## config.mk

```make
export PLATFORM = sky130hd
export DESIGN_NAME = gmdpp_ctrl
export DESIGN_NICKNAME = d
export VERILOG_FILES = /design/src/assert_macros.svh /design/src/gmdpp_pkg.sv /design/src/gmdpp_ctrl.sv
export SDC_FILE = /design/constraint.sdc
export NUM_CORES = 1
export LEC_CHECK = 0
export ABC_AREA = 1
export BUFFER_PORTS_ARGS = -buffer_cell sky130_fd_sc_hd__buf_2
export CAP_MARGIN = 5
export CORE_UTILIZATION = 40
export CTS_CLUSTER_SIZE = 14
export DETAILED_ROUTE_END_ITERATION = 12
export PLACE_DENSITY_LB_ADDON = 0.2
export SLEW_MARGIN = 10
export SYNTH_ARGS = -nofsm -noshare
export SYNTH_HDL_FRONTEND = slang
export SYNTH_SLANG_ARGS = --single-unit
```

## constraint.sdc

```tcl
create_clock -name clk_i -period 6.9 [get_ports clk_i]
set_input_delay 1.725 -clock clk_i [delete_from_list [all_inputs] [get_ports clk_i]]
set_output_delay 1.725 -clock clk_i [all_outputs]
set_load 0.02 [all_outputs]
```

## src/assert_macros.svh

```systemverilog
// Assertion macros for the peak picker RTL.
`ifndef ASSERT_MACROS_SVH
`define ASSERT_MACROS_SVH

// Concurrent check, inactive while reset is asserted.
`define GMDPP_ASSERT_RST(lbl, clk, rstn, prop, msg) \
  lbl: assert property (@(posedge clk) disable iff (!rstn) prop) else $error(msg);

// Concurrent check that also holds during reset.
`define GMDPP_ASSERT(lbl, clk, prop, msg) \
  lbl: assert property (@(posedge clk) prop) else $error(msg);

`endif

```

## src/gmdpp_pkg.sv

```systemverilog
// Package for the peak picker: sizes and the result record.
`default_nettype none
package gmdpp_pkg;

  localparam int MAX_PEAKS = 1024;
  localparam int POS_W     = 31;
  localparam int ADDR_W    = $clog2(MAX_PEAKS);
  localparam int CNT_W     = $clog2(MAX_PEAKS + 1);

  typedef struct packed {
    logic             accepted;
    logic [POS_W-1:0] peak_value;
    logic [CNT_W-1:0] peak_count;
    logic             overflow;
  } res_t;

endpackage
`default_nettype wire

```

## src/gmdpp_ctrl.sv

```systemverilog
// Scan sequencer: compares a candidate against stored peaks, appends on accept.
`default_nettype none
module gmdpp_ctrl (
  input  wire logic                         clk_i,
  input  wire logic                         rst_ni,
  input  wire logic                         cand_valid_i,
  output logic                              cand_ready_o,
  input  wire logic [gmdpp_pkg::POS_W-1:0]  cand_pos_i,
  input  wire logic                         cand_first_i,
  input  wire logic [gmdpp_pkg::POS_W-1:0]  min_sep_i,
  output logic                              res_valid_o,
  input  wire logic                         res_ready_i,
  output gmdpp_pkg::res_t                   res_o,
  output logic                              ram_we_o,
  output logic      [gmdpp_pkg::ADDR_W-1:0] ram_waddr_o,
  output logic      [gmdpp_pkg::POS_W-1:0]  ram_wdata_o,
  output logic                              ram_re_o,
  output logic      [gmdpp_pkg::ADDR_W-1:0] ram_raddr_o,
  input  wire logic [gmdpp_pkg::POS_W-1:0]  ram_rdata_i
);

  typedef enum logic [2:0] {
    ST_IDLE = 3'b001,
    ST_SCAN = 3'b010,
    ST_DONE = 3'b100
  } state_e;

  localparam logic [gmdpp_pkg::CNT_W-1:0] CntMax = gmdpp_pkg::CNT_W'(gmdpp_pkg::MAX_PEAKS);

  state_e                       state_q, state_d;
  logic [gmdpp_pkg::POS_W-1:0]  pos_q, pos_d;
  logic [gmdpp_pkg::CNT_W-1:0]  cnt_q, cnt_d;
  logic [gmdpp_pkg::CNT_W-1:0]  rd_idx_q, rd_idx_d;
  logic                         cmp_vld_q, cmp_vld_d;
  logic                         acc_q, acc_d;

  logic [gmdpp_pkg::POS_W-1:0]  gap;
  logic                         reject;
  logic                         full;

  // distance to the peak read back in the previous cycle
  assign gap    = (pos_q >= ram_rdata_i) ? (pos_q - ram_rdata_i) : (ram_rdata_i - pos_q);
  assign reject = cmp_vld_q && (gap < min_sep_i);
  assign full   = (cnt_q == CntMax);

  always_comb begin
    state_d      = state_q;
    pos_d        = pos_q;
    cnt_d        = cnt_q;
    rd_idx_d     = rd_idx_q;
    cmp_vld_d    = 1'b0;
    acc_d        = acc_q;
    cand_ready_o = 1'b0;
    res_valid_o  = 1'b0;
    ram_we_o     = 1'b0;
    ram_re_o     = 1'b0;
    ram_raddr_o  = rd_idx_q[gmdpp_pkg::ADDR_W-1:0];
    unique case (state_q)
      ST_IDLE: begin
        cand_ready_o = 1'b1;
        if (cand_valid_i) begin
          pos_d    = cand_pos_i;
          cnt_d    = cand_first_i ? '0 : cnt_q;
          rd_idx_d = '0;
          state_d  = ST_SCAN;
        end
      end
      ST_SCAN: begin
        if (reject || (!cmp_vld_q && (rd_idx_q == cnt_q))) begin
          acc_d   = !reject;
          state_d = ST_DONE;
        end else if (rd_idx_q != cnt_q) begin
          ram_re_o  = 1'b1;
          rd_idx_d  = rd_idx_q + 1'b1;
          cmp_vld_d = 1'b1;
        end
      end
      ST_DONE: begin
        res_valid_o = 1'b1;
        if (res_ready_i) begin
          state_d = ST_IDLE;
          if (acc_q && !full) begin
            ram_we_o = 1'b1;
            cnt_d    = cnt_q + 1'b1;
          end
        end
      end
      default: state_d = ST_IDLE;
    endcase
  end

  assign ram_waddr_o = cnt_q[gmdpp_pkg::ADDR_W-1:0];
  assign ram_wdata_o = pos_q;

  always_comb begin
    res_o.accepted   = acc_q;
    res_o.peak_value = acc_q ? pos_q : '0;
    res_o.peak_count = (acc_q && !full) ? (cnt_q + 1'b1) : cnt_q;
    res_o.overflow   = acc_q && full;
  end

  always_ff @(posedge clk_i or negedge rst_ni) begin
    if (!rst_ni) begin
      state_q   <= ST_IDLE;
      cnt_q     <= '0;
      rd_idx_q  <= '0;
      cmp_vld_q <= 1'b0;
      acc_q     <= 1'b0;
    end else begin
      state_q   <= state_d;
      cnt_q     <= cnt_d;
      rd_idx_q  <= rd_idx_d;
      cmp_vld_q <= cmp_vld_d;
      acc_q     <= acc_d;
    end
  end

  always_ff @(posedge clk_i) begin
    pos_q <= pos_d;
  end

endmodule
`default_nettype wire

```

After elaboration in Yosys (flattened, before gate mapping)
Cells that the tools add are included.
{"block": "op_classes", "n_reduce_logical": 15, "add_sub_neg": 4, "n_eq_ne": 12, "order_cmp": 2, "mux": 23}
{"cell": "11-bit two-way mux", "count": 7}
{"cell": "31-bit two-way mux", "count": 2}
{"cell": "31-bit subtractor", "count": 2}
{"cell": "11-bit one-hot mux with 2 select lines", "count": 2}
{"cell": "31-bit greater-or-equal comparator", "count": 1}
{"cell": "31-bit < comparator", "count": 1}
{"cell": "11-bit by 1-bit adder with 11-bit output (second input constant)", "count": 2}
{"cell": "2-bit != test (second input constant)", "count": 6}
{"cell": "11-bit == test", "count": 1}
{"cell": "11-bit == test (second input constant)", "count": 1}
{"cell": "11-bit != test", "count": 1}
{"cell": "3-bit two-way mux", "count": 3}
{"cell": "3-bit one-hot mux with 3 select lines", "count": 1}
{"cell": "1-bit two-way mux", "count": 8}
{"cell": "4-bit AND reduction", "count": 2}
{"cell": "1-bit logical AND", "count": 4}
{"cell": "2-bit AND reduction", "count": 2}
{"cell": "2-bit nonzero test", "count": 2}
{"cell": "3-bit by 1-bit == test with 1-bit output (second input constant)", "count": 1}
{"cell": "3-bit by 2-bit == test with 1-bit output (second input constant)", "count": 1}
{"cell": "3-bit == test (second input constant)", "count": 1}
{"cell": "1-bit logical NOT", "count": 3}
{"cell": "3-bit AND reduction", "count": 1}
{"cell": "1-bit logical OR", "count": 1}
{"block": "word_totals", "elab_cells": 62, "regBits": 58, "inputBits": 98}

Longest topological paths before layout
Gate-level depths: netlist (run 1).
{"block": "logic_depth", "ltp_word": 7, "mapped_depth": 32, "ltp_nobuf": 30}

Worst setup path after synthesis (run 1)
No wires, ideal clock.
{"block": "synth_path", "path_kind": "input to output", "from": "input ram_rdata_i[2] in the netlist's numbering", "to": "output ram_re_o", "path_stages": 23, "path_slack_ns": 0.714, "arrival_time_ns": 4.461, "n_path_buf": 2, "required_ns": 5.175, "path_cell_list": "ha_1 > buf_6 > nand2_1 > nand3_1 > nand2_1 > nand2_1 > nand2_1 > nand2_1 > nand2_1 > nand2_1 > nor2_2 > buf_6 > nand2_1 > nand2_1 > inv_1 > ha_1 > nand2_1 > nor2_1 > and2_1 > nand2_1 > nor2_1 > nor2_1 > a21oi_1"}
{"block": "synth_via", "elab_chain_len": 7}
{"element": "start, declared", "line_no": "gmdpp_ctrl.sv:19", "rtl": "input wire logic [gmdpp_pkg::POS_W-1:0] ram_rdata_i"}
{"element": "31-bit subtractor or 31-bit greater-or-equal comparator (tied branches)", "line_no": "gmdpp_ctrl.sv:42", "rtl": "assign gap = (pos_q >= ram_rdata_i) ? (pos_q - ram_rdata_i) : (ram_rdata_i - pos_q);"}
{"element": "31-bit two-way mux *", "line_no": "gmdpp_ctrl.sv:42"}
{"element": "31-bit < comparator *", "line_no": "gmdpp_ctrl.sv:43", "rtl": "assign reject = cmp_vld_q && (gap < min_sep_i);"}
{"element": "1-bit logical AND *", "line_no": "gmdpp_ctrl.sv:43"}
{"element": "1-bit logical OR *", "line_no": "gmdpp_ctrl.sv:69", "rtl": "if (reject || (!cmp_vld_q && (rd_idx_q == cnt_q))) begin"}
{"element": "1-bit two-way mux *", "line_no": "gmdpp_ctrl.sv:69"}
{"element": "1-bit two-way mux *", "line_no": "gmdpp_ctrl.sv:58", "rtl": "unique case (state_q)"}
{"element": "end, declared", "line_no": "gmdpp_ctrl.sv:17", "rtl": "output logic ram_re_o,"}
Every way passes the cells marked *; elsewhere a longest branch is shown, timed or not.

Final worst setup path (run 1)
{"block": "layout_path", "from": "input ram_rdata_i[5] in the netlist's numbering", "to": "output ram_re_o"}
Same word-level chain as after synthesis.

==> results by group, run 1 <==
Clock network
  – Clock tree buffer depth: 2
  – Skew-Pair Late Insertion Delay: 330 ps
  – H-tree levels: 3
  – Clock transition at path regs: ~50 ps
  – CTS tree: done
  – Post-CTS Hold Buffers: 0
  – Root Buffer: clkbuf_16
  – Num CTS Buffers: 9
  – Clock sink count: 58

Power and ir drop
  – Logic pwr share: 0.693
  – Leak: 6.585 nW
  – Pwr per Cell Area: approximately 320 mW/mm2
  – Clock share of power: 0.140
  – Worst vdd ir: 0.3088 mV
  – Sw Ratio: 0.5343
  – Power Total: 3.388 mW
  – Net switching power: 1.810 mW
  – Total internal power: 1.578 mW
  – Sequential share of power: 0.167

Floorplanning
  – Top Ports: 197
  – Initial cell density of the core: 0.4127
  – Core area: 0.02122 mm2
  – Chip width: 150.0 um
  – Die area: 0.02249 mm2
  – Row cnt: 53
  – Die height: 150.0 um

Cells and area
  – Commonest non-fill, non-tap cell in the layout: nand2_1
  – Area delta synth->final: 20.07%
  – Layout cells sized above 1: 0.1663
  – Fin util: 0.4956
  – Final nets: 1886
  – Fin area: approximately 0.011 mm2
  – Commonest cells after routing, fill and taps aside: nand2_1, inv_1, buf_2
  – Fillers: 2324

Timing
  – FMAX: between 100 and 150 MHz
  – Final setup viols: 0
  – Fin. Hold Viols: 0
  – Slew @ Worst Pin: 680.5 ps
  – Post-route minimum period: approximately 6700 ps
  – Clock skew: 5.930 ps
  – Max-slew violations: 0
  – Setup ws final: 222.6 ps
  – Slew margin rel.: 0.5463
  – WHS: about 550 ps
  – Final worst-path cycle share: 0.9677

Route
  – Initial drt markers: ~590
  – Routed Antenna Nets: 0
  – Vias per cell: 4.742
  – Routed wire length: about 28000 um
  – DRC Markers: 0
  – TritonRoute pass-1 iters: 5
  – WL/cell: 14.33 um
  – Vias: 9352

Setup path
  – CP Class: in -> out
  – Crit-path max FO: 15
  – Worst Path Required: 5180 ps
  – Slowest-stage cell, CP: ha_2
  – Worst path cell trace: buf_2 > ha_2 > nand2_1 > nor2_4 > nand4_1 > nor3_4 > nand3b_4 > buf_4 > clkbuf_16 > nand2_1 > nand2_1 > inv_1 > ha_1 > a21oi_1 > nand2_1 > nand2_1 > nand2_1 > nand2_1 > nand2_1 > nand2_1 > a21oi_2 > buf_4 > buf_4
  – Critical path arrival: 4950 ps
  – Top cell by count, worst path: nand2_1
  – CP Capture Type: primary output
  – Critical path startpoint category: input port
  – Max incr delay on CP: roughly 400 ps

Synthesis
  – Syn_nets: ~1700
  – Cell Area, Synth: 0.008758 mm2
  – Synth Flop Type: edfxtp_1
  – Share of the synthesized area in the top cell type: 0.2563
  – Distinct cell type count after synthesis: 38
  – Post-synth EDFFs: 31
  – Asr flop ratio synth: 0.4655
  – Synth area leaders: nand2_1, inv_1, ha_1
  – Avg Inst Size Synth: 5.793 um2
  – Ys Warns: 0
  – Sequential-to-total area share from yosys stat: 0.1836
  – Cells after synthesis: 1512
  – Synth area leader: nand2_1
  – Synthesized flop and latch total: 58

Global route
  – Number of global-route vias before repair: 8580
  – Global route overflow: 0
  – Largest net degree at the start of global routing: 34
  – Global-route wire length before repair: 43510 um
  – Initial antenna violation count: 3
  – GRT Overall Usage: 0.2497

Place
  – Post-DP Area: 0.009882 mm2
  – DP Wirelength: between 20000 and 25000 um
  – Pre-CTS WS: 48.60 ps
  – PortBufs: 196
  – Gp weighted congestion: 0.9682

Status
  – Status: completed

Worst hold path
  – Min-delay worst type: reg -> reg

Run
  – Maximum capacitance violations: 0
[cells in the mapped netlist, types with 2 or more instances]
cell type  number
nand2_1       598
inv_1         348
ha_1           95
nor2_1         87
nand3_1        72
a21oi_1        54
xor2_1         43
edfxtp_1       31
dfrtp_1        26
buf_4          22
o21ai_0        18
nand4_1        17
nor3_1         13
xnor2_1        13
buf_2           8
buf_6           7
o21bai_1        7
clkbuf_1        6
nand3b_1        6
o22ai_1         6
and2_1          4
a21oi_2         3
inv_2           3
nand2_2         3
nor3b_1         3
o21a_1          3
a21o_1          2
and3_1          2
clkbuf_2        2
fa_1            2
[kinds of logic (layout without fill, tap and decap cells)]
kind of cell               after synthesis  in the layout  synth area share
DFF                                     58             58            0.1836
AOI/OAI and AO/OA                       94             94           0.05929
adders and majority gates               97             97            0.1403
buffers and inverters                  396            580            0.1866
and+or+nand+nor                        811            811            0.3743
other                                    0              1                 0
xor gates and xnor gates                56             56           0.05600
[power groups by stage]
stage / clock network [mW] / logic, mW / registers (mW)
global route: 0.499 / 2.63 / 0.575
CTS: 0.482 / 2.24 / 0.565
floorplan: 0 / 1.55 / 0.580
finish: 0.474 / 2.35 / 0.565
detailed placement: 0 / 2.23 / 0.571
global placement: 0 / 2.22 / 0.568
[metrics by stage]
stage / std cells / TNS [ps]
floorplan: 1512 / 0
global placement: 1949 / 0
detailed placement: 1949 / 0
CTS: 1965 / 0
global route: 1971 / -22.95
finish: 1972 / 0
[state kept, by name, summed over array words and instances (netlist names)]
name         cells
ram_wdata_o     31
cnt_q           11
rd_idx_q        11
state_q          3
acc_q            1
cmp_vld_q        1
[per-layer routing]
layer,part of all wire,vias up,wire length [um],track usage
met1,0.46,4127,12990,0.3396
met4,0.021,4,581,0.06162
li1,-,4862,-,-
met5,0.00081,-,23,0
met2,0.45,318,12770,0.4100
met3,0.067,41,1895,0.03933
[critical path, delay by kind of cell]
family	cells	cell delay (ps)
simple gates	13	1560
buf+inv	6	770
fa+ha+maj	2	680
compound gates	2	210
[area by class of cell]
class | count | area, um2 | area share
multi-input cells | 1058 | 5763 | 0.5480
flip-flops and latches | 58 | 1608 | 0.1529
inverters | 351 | 1318 | 0.1253
repair buffers | 213 | 1171 | 0.1114
well taps | 275 | 344.1 | 0.03272
clock buffers | 10 | 229.0 | 0.02177
clock inverters | 6 | 81.33 | 0.007734
diodes | 1 | 2.502 | 0.0002380
[path summary, 6_finish.rpt]
kind / startpoint / endpoint / slack (ps) / cells after the start
setup / recovery: ram_rdata_i[5] / ram_re_o / 220 / 23
hold / removal: rd_idx_q[10] / rd_idx_q[10] / 550 / 2
setup reg to reg: ram_wdata_o[24] / rd_idx_q[8] / 2440 / 25
hold reg to reg: rd_idx_q[10] / rd_idx_q[10] / 550 / 2
max in group asynchronous: rst_ni / cnt_q[3] / 5070 / 1
min in group asynchronous: rst_ni / rd_idx_q[7] / 1410 / 1
[repair_timing]
item,CTS,global route
resized for setup,0,55
endpoints found under the setup margin,0,1
setup buffers,0,4
hold endpoints to repair,0,0
Power figures use the tool's default switching activity.
==> run 2, diff against run 1 <==
CORE_UTILIZATION = 29   (was 40)
==> results by group, run 2 (synthesis results as in run 1) <==
Timing
  – Clock skew: 10.96 ps (+5.030 ps)
  – Max-slew violations: 0 (unchanged)
  – FMAX: 148.8 MHz (-0.61%)
  – Final worst-path cycle share: 0.9737 (+0.005928)
  – Slew margin rel.: 0.5158 (-0.03050)
  – Final setup viols: 0 (unchanged)
  – Slew @ Worst Pin: 726.3 ps (+45.75 ps)
  – Fin. Hold Viols: 0 (unchanged)
  – Post-route minimum period: 6718 ps (+40.90 ps)

Power and ir drop
  – Total internal power: 1.543 mW (-2.2%)
  – Sequential share of power: 0.166 (about the same)
  – Logic pwr share: 0.712 (+0.019)
  – Leak: 6.651 nW (+0.99%)
  – Pwr per Cell Area: 316.2 mW/mm2 (-1.8%)
  – Sw Ratio: 0.5456 (+0.01134)
  – Clock share of power: 0.122 (-0.018)
  – Power Total: 3.397 mW (+0.27%)
  – Worst vdd ir: 0.1967 mV (-36%)
  – Net switching power: 1.853 mW (+2.4%)

Setup path
  – Worst r2r path cells: 27 (+8.0%)
  – Worst Path Required: 5180 ps (about the same)
  – Critical path arrival: 4990 ps (+40 ps)
  – Critical path startpoint category: input port
  – Crit-path max FO: 12 (-3)
  – CP Capture Type: primary output
  – CP Class: in -> out

Clock network
  – Clock sink count: 58 (unchanged)
  – Num CTS Buffers: 9 (unchanged)
  – H-tree levels: 3 (unchanged)
  – Skew-Pair Late Insertion Delay: 330 ps (about the same)
  – Root Buffer: clkbuf_16
  – Post-CTS Hold Buffers: 0 (unchanged)
  – Clock tree buffer depth: 2 (unchanged)
  – Clock transition at path regs: 60 ps (about the same)
  – CTS tree: done

Place
  – DP Wirelength: 25600 um (+9.3%)
  – PortBufs: 196 (unchanged)
  – Placed insts: 2079 (+6.7%)
  – Gp weighted congestion: 0.9207 (-4.9%)

Run
  – Maximum capacitance violations: 0 (unchanged)

Floorplanning
  – Core area: 0.02964 mm2 (+40%)
  – Chip width: 175.8 um (+17%)
  – Initial cell density of the core: 0.2955 (-0.1172)
  – Die height: 175.8 um (+17%)
  – Top Ports: 197 (unchanged)
  – Die area: 0.03090 mm2 (+37%)
  – Row cnt: 63 (+19%)

Route
  – TritonRoute pass-1 iters: 7 (+2)
  – Met2 Wirelength: 13860 um (+8.5%)
  – Metal-1 WL: 14440 um (+11%)
  – DRC Markers: 0 (unchanged)
  – Max layer used: met5
  – Vias: 9387 (+0.37%)
  – Routed wire length: 30290 um (+7.2%)
  – WL met3: 1636 um (-14%)
  – Routed Antenna Nets: 0 (unchanged)
  – Vias per cell: 4.464 (-5.9%)
  – Initial drt markers: 480 (-19%)
  – WL/cell: 14.40 um (+0.53%)

Global route
  – Global-route wire length before repair: 46540 um (+7.0%)
  – Initial antenna violation count: 4 (+1)
  – GRT Overall Usage: 0.1921 (-0.05761)
  – Global route overflow: 0 (unchanged)
  – Largest net degree at the start of global routing: 34 (unchanged)
  – Number of global-route vias before repair: 8916 (+3.9%)

Worst hold path
  – Hold path depth: 2 (unchanged)
  – Min-delay worst type: reg -> reg

Cells and area
  – Layout Cells excl Fill: 2103 (+6.6%)
  – Area delta synth->final: 22.66%
  – Commonest cells after routing, fill and taps aside: nand2_1, inv_1, buf_2
  – Max FFs per register: 31 (unchanged)
  – Final nets: 1902 (+0.85%)
  – Commonest non-fill, non-tap cell in the layout: nand2_1
  – Layout cells sized above 1: 0.1735 (+0.007208)

Status
  – Status: completed
run 2: cell count changes in the layout (fill, tap and decap cells not counted), sizes merged:
| cell | change |
|---|---|
| buf | +16 |
| bufinv | -2 |
| clkbuf | +2 |
| clkinv | +1 |
| clkinvlp | -1 |
run 2: stage by stage:
step / area, um2 / util / TNS [ps] / hold WS [ps] / worst slack, ps
2_1_floorplan: 8758 / - / 0 / 498.8 / 714.0
3_3_place_gp: 10140 / 0.3421 / 0 / 538.2 / 10.27
3_5_place_dp: 10140 / 0.3421 / 0 / 549.0 / 29.22
4_1_cts: 10410 / 0.3511 / 0 / 567.2 / 16.40
5_1_grt: 10740 / 0.3624 / -44.85 / 602.9 / -44.85
6_report: 10740 / 0.3625 / 0 / 558.3 / 181.7
run 2: layout make-up:
class	count	area (um2)
Timing Repair Buffer	229	1295
Inverter	351	1320
Antenna cell	1	2.502
Clock inverter	4	20.02
Sequential cell	58	1608
Multi-Input combinational cell	1058	5763
Clock buffer	12	246.5
Tap cell	390	488.0
Fill cell	3369	18900
run 2: final timing paths:
path                                       from           end  slack, ps
worst max-delay path            ram_rdata_i[22]      ram_re_o        180
worst min-delay path               rd_idx_q[10]  rd_idx_q[10]        560
worst max register to register  ram_wdata_o[19]   rd_idx_q[9]       2260
worst min register to register     rd_idx_q[10]  rd_idx_q[10]        560
max in group asynchronous                rst_ni      cnt_q[9]       5030
min in group asynchronous                rst_ni  rd_idx_q[10]       1430
run 2: critical path: stages:
cell	delay (ps)
buf_2	120
ha_4	270
buf_4	120
nand2_1	80
inv_2	90
nand2_4	80
nor2_4	120
nand4_1	140
nor3_2	340
nand3b_4	220
buf_12	130
buf_4	110
nand2_1	50
nand2_1	50
inv_1	40
ha_1	280
nand2_1	70
nor2_1	120
and2_4	160
and3_1	150
nand2_2	70
a21oi_2	150
buf_6	150
buf_4	140
run 2: metal layers:
metal	global-route usage	vias to the layer above
met1	0.2635	4210
met3	0.02576	23
li1	-	4894
met4	0.03949	4
met2	0.3192	256
met5	0	-
run 2: what timing repair did:
| action | 4_1_cts | 5_1_grt |
|---|---|---|
| setup endpoints to repair | 0 | 1 |
| resized for setup | 0 | 54 |
| buffers inserted | 0 | 6 |
run 2: power by group through the flow:
stage	sequential, mW	combinational, mW	clock, mW
final	0.562	2.42	0.415
after global routing	0.576	2.71	0.434
after CTS	0.564	2.31	0.424
after detailed placement	0.570	2.31	0
after global placement	0.569	2.30	0
after floorplan	0.580	1.55	0
